File: config.mk
export PLATFORM = sky130hd
export DESIGN_NAME = lbvs_queue
export DESIGN_NICKNAME = d
export VERILOG_FILES = /design/src/hw/rtl/linear_blend_vertex_skinning_top_defines.svh /design/src/hw/rtl/lbvs_pkg.sv /design/src/hw/rtl/lbvs_queue.sv
export SDC_FILE = /design/constraint.sdc
export NUM_CORES = 1
export LEC_CHECK = 0
export ABC_AREA = 1
export BUFFER_PORTS_ARGS = -buffer_cell sky130_fd_sc_hd__buf_2
export CAP_MARGIN = 20
export CORE_UTILIZATION = 40
export CTS_BUF_LIST = sky130_fd_sc_hd__clkbuf_8
export CTS_CLUSTER_SIZE = 30
export DETAILED_ROUTE_END_ITERATION = 7
export HOLD_SLACK_MARGIN = 0.1
export PLACE_DENSITY = 0.68
export SYNTH_ARGS = -nofsm -noshare
export SYNTH_HDL_FRONTEND = slang
export SYNTH_SLANG_ARGS = --single-unit
File: constraint.sdc
create_clock -name clk -period 16 [get_ports clk]
set_clock_uncertainty 0.05 [all_clocks]
set_input_delay 0.8 -clock clk [delete_from_list [all_inputs] [get_ports clk]]
set_output_delay 0.8 -clock clk [all_outputs]
set_load 0.005 [all_outputs]
File: src/hw/rtl/linear_blend_vertex_skinning_top_defines.svh
// Assertion macros shared by the skinning block.
`ifndef LINEAR_BLEND_VERTEX_SKINNING_TOP_DEFINES_SVH
`define LINEAR_BLEND_VERTEX_SKINNING_TOP_DEFINES_SVH

// Same-cycle implication, checked out of reset.
`define LBVS_ASSERT_NOW(label, clk, rst_n, ante, cons) \
	label: assert property (@(posedge clk) disable iff (!rst_n) (ante) |-> (cons)) \
		else $error("lbvs assertion failed");

// Next-cycle implication, checked out of reset.
`define LBVS_ASSERT_NEXT(label, clk, rst_n, ante, cons) \
	label: assert property (@(posedge clk) disable iff (!rst_n) (ante) |=> (cons)) \
		else $error("lbvs assertion failed");

`endif

File: src/hw/rtl/lbvs_pkg.sv
package lbvs_pkg;

	localparam int ELEMS = 12;
	localparam int LIMIT_FOUR = 4;
	localparam int LIMIT_EIGHT = 8;

	localparam logic [1:0] KIND_LOAD = 2'd0;
	localparam logic [1:0] KIND_VERT = 2'd1;
	localparam logic [1:0] KIND_INFL = 2'd2;
	localparam logic [1:0] KIND_NONE = 2'd3;

	typedef struct packed {
		logic [1:0]         kind;
		logic [7:0]         bone_sel;
		logic [3:0]         element_index;
		logic signed [31:0] element_value;
		logic signed [31:0] pos_x;
		logic signed [31:0] pos_y;
		logic signed [31:0] pos_z;
		logic [16:0]        weight;
	} in_item_t;

	typedef struct packed {
		logic signed [31:0] out_x;
		logic signed [31:0] out_y;
		logic signed [31:0] out_z;
		logic               saturated;
	} out_item_t;

	// Classified item as held in the queue between front and back.
	typedef struct packed {
		logic [1:0]         op;
		logic               bone_ok;
		logic [7:0]         bone;
		logic [3:0]         elem;
		logic signed [31:0] value;
		logic signed [31:0] pos_x;
		logic signed [31:0] pos_y;
		logic signed [31:0] pos_z;
		logic [16:0]        weight;
	} q_item_t;

	typedef struct packed {
		logic pop;
		logic out_load;
		logic idle;
	} bk_status_t;

endpackage

File: src/hw/rtl/lbvs_queue.sv
module lbvs_queue (
	input  logic              clk,
	input  logic              arst_n,
	input  logic              push,
	input  lbvs_pkg::q_item_t wdata,
	input  logic              pop,
	output logic              full,
	output logic              valid,
	output lbvs_pkg::q_item_t rdata
);

	lbvs_pkg::q_item_t slot_q [2];
	logic       wptr_q;
	logic       rptr_q;
	logic [1:0] cnt_q;

	assign full  = (cnt_q == 2'd2);
	assign valid = (cnt_q != 2'd0);
	assign rdata = slot_q[rptr_q];

	always_ff @(posedge clk) begin
		if (push) begin
			slot_q[wptr_q] <= wdata;
		end
	end

	always_ff @(posedge clk or negedge arst_n) begin
		if (!arst_n) begin
			wptr_q <= 1'b0;
			rptr_q <= 1'b0;
			cnt_q  <= 2'd0;
		end else begin
			if (push) begin
				wptr_q <= !wptr_q;
			end
			if (pop) begin
				rptr_q <= !rptr_q;
			end
			cnt_q <= cnt_q + 2'(push) - 2'(pop);
		end
	end

endmodule

==> results of run 1 <==
## cell families after synthesis
kind of cell	count (synthesis)	share of synthesized area (%)
flops	324	77.8
buf+inv	203	7.76
xor+xnor	2	0.140
compound gates	160	8.95
fa+ha+maj	2	0.201
simple gates	170	5.12
## placed cells by master (no fill, tap or decap), drive strengths merged
cell and instances:
buf 329, edfxtp 320, inv 184, nand2 167, o21ai 160, clkbuf 55, clkinv 21, dfrtp 4
diode 2, xor2 2, ha 2, nor2 2, nand3 1, clkinvlp 1, bufinv 1, dlygate4sd3 1
## worst max-delay path, cell delays in order, from the launching register on
cell and delay (ns):
dfrtp_4 0.70, buf_16 0.31, buf_12 0.73, nand2_1 0.16, o21ai_2 0.11, buf_2 0.13
## per-layer routing
metal  vias to the layer above  routed length [um]  global-route usage, %
li1                       3651                   -                      -
met1                      3383                9420                   16.7
met2                       239               12000                   25.1
met3                        53                2020                   5.52
met4                         4                 624                   5.30
met5                         -                  27                      0
## final timing paths
kind                            startpoint        endpoint  slack (ns)
worst max-delay path                rptr_q       rdata[43]       12.26
worst min-delay path            wdata[125]  slot_q[1][125]        0.37
worst max register to register      wptr_q  slot_q[1][100]       13.36
worst min register to register      wptr_q          wptr_q        0.50
max in group asynchronous           arst_n          rptr_q       15.20
min in group asynchronous           arst_n        cnt_q[1]        0.55
## final cells by class
| cell class | instances | area [um^2] | area share (%) |
|---|---|---|---|
| Inverter | 167 | 632 | 4.13 |
| Clock buffer | 55 | 757 | 4.94 |
| Sequential cell | 324 | 9710 | 63.4 |
| Timing Repair Buffer | 330 | 1710 | 11.2 |
| Tap cell | 396 | 495 | 3.24 |
| Clock inverter | 40 | 193 | 1.26 |
| Antenna cell | 2 | 5.00 | 0.0327 |
| Multi-Input combinational cell | 334 | 1810 | 11.8 |
## stage by stage
| stage | power (mW) | cells |
|---|---|---|
| finish | 2.56 | 1648 |
| global route | 2.74 | 1647 |
| CTS | 2.61 | 1645 |
| detailed placement | 1.95 | 1549 |
| global placement | 1.94 | 1549 |
| floorplan | 1.71 | 861 |
## sequential cells by signal, indices dropped and copies added, names as in the netlist
register and count:
wptr_q 1, slot_q 320, rptr_q 1, cnt_q 2
## power by group through the flow
stage / Combinational (mW) / Sequential, mW / Clock [mW]
2_1_floorplan: 0.507 / 1.21 / 0
3_3_place_gp: 0.718 / 1.22 / 0
3_5_place_dp: 0.728 / 1.23 / 0
4_1_cts: 0.731 / 1.21 / 0.666
5_1_grt: 0.841 / 1.20 / 0.701
6_report: 0.743 / 1.18 / 0.641
## what timing repair did
item / CTS / global route
endpoints found under the hold margin: 4 / 0
hold buffers: 1 / 0
endpoints found under the setup margin: 0 / 0
==> results.sh, run 1 <==
export IMPL_die_h_um=179
export IMPL_fin_crit_sh_pct=23.4
export IMPL_start_util_pct=40.7
export IMPL_vias=7330
export IMPL_fillCellCount=2678
export IMPL_p_per_area_nw_per_um2=167
export IMPL_fin_crit_ns=3.74
export IMPL_io_pins=326
export IMPL_grt_overflow_total=0
export IMPL_synth_edf_count=320
export IMPL_whs_path_depth=1
export IMPL_cp_start_kind="flop"
export IMPL_die_w_um=179
export IMPL_finalWorstSetupSlack_ns=12.26
export IMPL_combPwrFrac_pct=29.0
export IMPL_status="finished clean"
export IMPL_clkPwrFrac_pct=25.0
export IMPL_tightest_slew_ns=1.00
export IMPL_synth_top_cells_by_count="320 x edfxtp_1, 167 x inv_1, 167 x nand2_1"
export IMPL_placed_area_um2=14300
export IMPL_worstPathRequired_ns=15.15
export IMPL_via_per_inst=4.45
export IMPL_end_kind="output pin"
export IMPL_setup_viol=0
export IMPL_ir_drop_uv=276
export IMPL_ant_nets=0
export IMPL_synth_nets=1027
export IMPL_final_cell_area_um2=15300
export IMPL_path_clk_slew_ns=0.06
export IMPL_die_area_um2=31900
export IMPL_synth_warnings=0
export IMPL_hp_class="in -> reg"
export IMPL_grt_use_total_pct=14.7
export IMPL_area_growth_pct=22.7
export IMPL_h_tree_depth=2
export IMPL_synth_area_leader_cell="edfxtp_1"
export IMPL_grt_pass1_wl_mm=35.9
export IMPL_avgSynthCellArea_um2=14.5
export IMPL_p_seq_share_pct=46.0
export IMPL_timing_reg2reg_worst_path_depth=3
export IMPL_path_class="reg -> out"
export IMPL_tritoncts="built"
export IMPL_netlist_area_leader_share_pct=77.0
export IMPL_gp_congestion=0.718
export IMPL_rsz0062_at_grt="no"
export IMPL_netlist_area_um2=12500
export IMPL_cts_num_sinks=324
export IMPL_nNetsFinal=1376
export IMPL_synth_ff_type="edfxtp_1"
export IMPL_drive_above_1_share_pct=38.6
export IMPL_postCtsResizedCells=0
export IMPL_synth_async_reset_ratio_pct=1.23
export IMPL_antenna_found_initial=4
export IMPL_post_cts_buffers=0
export IMPL_wire_per_inst_um=14.6
export IMPL_port_buffers=325
export IMPL_preCtsSetupSlack_ns=12.63
export IMPL_internal_power_mw=1.75
export IMPL_place_hpwl_mm=15.4
export IMPL_cts_made_buffers=53
export IMPL_p_leak_nw=6.58
export IMPL_fp_row_count=64
export IMPL_synth_distinct_cells=15
export IMPL_critPathMaxFanout=200
export IMPL_slew_violations=0
export IMPL_timing_fmax_mhz=267
export IMPL_dr_pass1_iters=4
export IMPL_finish_utilization_pct=49.9
export IMPL_core_um2=30700
export IMPL_clk_path_buf_depth=3
export IMPL_cts_root_buf="clkbuf_8"
export IMPL_drc=0
export IMPL_ys_ff_latch=324
export IMPL_net_switching_power_mw=0.817
export IMPL_hold_viol=0
export IMPL_tns_ns=0
export IMPL_netlist_top_cells_area="edfxtp_1 77%, o21ai_2 5.9%, inv_1 5.0%"
export IMPL_grt_pass1_vias=7034
export IMPL_totalWireLength_mm=24.1
export IMPL_dr_first_iter_drc_count=294
export IMPL_synthCells=861
export IMPL_arrival_ns=2.89
export IMPL_grt_start_max_net_pins=201
export IMPL_yosysMostFrequentCell="edfxtp_1"
export IMPL_timing_hold_ws_ns=0.374
export IMPL_max_cap_viol_count=0
export IMPL_slew_headroom_pct=33.1
export IMPL_insertion_delay_ns=0.55
export IMPL_yosysSeqAreaShare_pct=77.8
export IMPL_sw_frac_of_total_pct=31.9
(Power assumes the default switching activity.)
==> run 2: changes to the inputs <==
Settings changed: PLACE_DENSITY 0.68 to 0.71.
Clock period 16 ns to 3 ns, I/O delays scaled along.
==> run 2 against run 1 <==
Non-clock buffer count grew 173. First-iteration DRC count is 44% higher. Design area rose by 11%. Utilization up 5.4 points. Highest routed layer is now met4.
==> results.sh, run 2 (synthesis gave the netlist of run 1 again) <==
export IMPL_wl_met3_mm=1.97
export IMPL_path_class="reg -> out"
export IMPL_path_clk_slew_ns=0.06
export IMPL_fin_cells=1810
export IMPL_postCtsResizedCells=0
export IMPL_p_leak_nw=7.25
export IMPL_cp_start_kind="flop"
export IMPL_cts_made_buffers=51
export IMPL_fp_row_count=64
export IMPL_preCtsSetupSlack_ns=1.07
export IMPL_via_per_inst=4.50
export IMPL_max_cap_viol_count=0
export IMPL_post_cts_buffers=0
export IMPL_status="finished clean"
export IMPL_grt_pass1_vias=8260
export IMPL_placed_cells=1560
export IMPL_wire_per_inst_um=15.0
export IMPL_insertion_delay_ns=0.55
export IMPL_cts_root_buf="clkbuf_8"
export IMPL_die_area_um2=31900
export IMPL_path_cells="buf_12 > nand2_1 > o21ai_2 > buf_2"
export IMPL_place_hpwl_mm=16.3
export IMPL_cpPeakStageDelay_ns=0.69
export IMPL_grt_pass1_wl_mm=40.6
export IMPL_worstPathRequired_ns=2.80
export IMPL_grt_start_max_net_pins=127
export IMPL_ant_nets=0
export IMPL_nNetsFinal=1547
export IMPL_largest_reg_flops=320
export IMPL_antenna_cells=0
export IMPL_dr_first_iter_drc_count=424
export IMPL_critPathMaxFanout=126
export IMPL_gp_congestion=0.729
export IMPL_end_kind="output pin"
export IMPL_cts_num_sinks=324
export IMPL_tightest_slew_ns=0.651
export IMPL_grt_use_total_pct=16.4
export IMPL_hp_class="in -> reg"
export IMPL_top_layer="met4"
export IMPL_setup_viol=0
export IMPL_p_per_area_nw_per_um2=818
export IMPL_area_growth_pct=36.0
export IMPL_top_regs="slot_q (320), cnt_q (2)"
export IMPL_met2_wirelength_mm=14.1
export IMPL_slew_headroom_pct=56.5
export IMPL_tritoncts="built"
export IMPL_fin_crit_sh_pct=80.7
export IMPL_clk_path_buf_depth=3
export IMPL_arrival_ns=2.22
export IMPL_rsz0062_at_grt="no"
export IMPL_die_w_um=179
export IMPL_port_buffers=325
export IMPL_vias=8137
export IMPL_ir_drop_uv=527
export IMPL_io_pins=326
export IMPL_drc=0
export IMPL_critPathSlowestCell="dfrtp_4"
export IMPL_die_h_um=179
export IMPL_regMostFlops="slot_q"
export IMPL_dr_pass1_iters=4
export IMPL_grt_overflow_total=0
export IMPL_core_um2=30700
export IMPL_drive_above_1_share_pct=34.2
export IMPL_final_cell_mix="325 x buf_2, 320 x edfxtp_1, 180 x inv_1, 166 x nand2_1, 164 x dlygate4sd3_1"
export IMPL_slew_violations=0
export IMPL_final_common_cell="buf_2"
export IMPL_hold_viol=0
export IMPL_m1WireLength_mm=10.1
export IMPL_fin_crit_ns=2.42
export IMPL_totalWireLength_mm=27.2
export IMPL_timing_fmax_mhz=413
export IMPL_h_tree_depth=2
export IMPL_start_util_pct=40.7
export IMPL_antenna_found_initial=0
export IMPL_finalWorstSetupSlack_ns=0.580
## run 2: final cells by class
cell class,count,area [um^2]
inverters,167,631
multi-input cells,334,1810
flip-flops and latches,324,9710
clock inverters,33,128
fillers,2447,13700
clock buffers,53,729
well taps,396,495
repair buffers,503,3460
## run 2: final timing paths
| kind | start | to | slack [ns] | cells after the start |
|---|---|---|---|---|
| setup / recovery | rptr_q | rdata[32] | 0.58 | 4 |
| hold / removal | wdata[74] | slot_q[1][74] | 0.27 | 2 |
| setup reg to reg | wptr_q | slot_q[1][33] | 1.10 | 3 |
| hold reg to reg | wptr_q | wptr_q | 0.52 | 1 |
| max in group asynchronous | arst_n | rptr_q | 2.21 | 3 |
| min in group asynchronous | arst_n | rptr_q | 0.50 | 3 |
## run 2: worst max-delay path, delay by kind of cell, from the launching register on
family | cells | cell delay, ns
simple gates | 1 | 0.15
buf+inv | 2 | 0.59
compound gates | 1 | 0.10
flops | 1 | 0.69
## run 2: report_power, final
group / switching, mW / internal (mW) / leakage [nW]
sequential: 0.280 / 6.01 / 3.05
combinational: 2.61 / 1.76 / 3.71
clock: 1.61 / 1.61 / 0.492
total: 4.50 / 9.38 / 7.25
## run 2: layer usage
| layer | up-vias | track usage (%) |
|---|---|---|
| met1 | 3776 | 18.1 |
| met3 | 74 | 4.35 |
| li1 | 3976 | - |
| met5 | - | 0 |
| met2 | 311 | 29.4 |
| met4 | 0 | 7.66 |
## run 2: repair_timing
action,4_1_cts,5_1_grt
setup endpoints to repair,0,0
hold buffers,164,0
hold endpoints to repair,328,0
## run 2: metrics by stage
step | power (mW) | area [um^2] | hold slack (ns) | TNS [ns] | utilization, %
after floorplan | 9.03 | 12500 | -0.196 | -92.32 | -
after global placement | 10.5 | 14500 | -0.0873 | 0 | 47.2
after detailed placement | 10.6 | 14500 | -0.0848 | 0 | 47.2
after CTS | 14.0 | 17000 | 0.226 | 0 | 55.3
after global routing | 14.7 | 17000 | 0.231 | 0 | 55.3
final | 13.9 | 17000 | 0.270 | 0 | 55.3
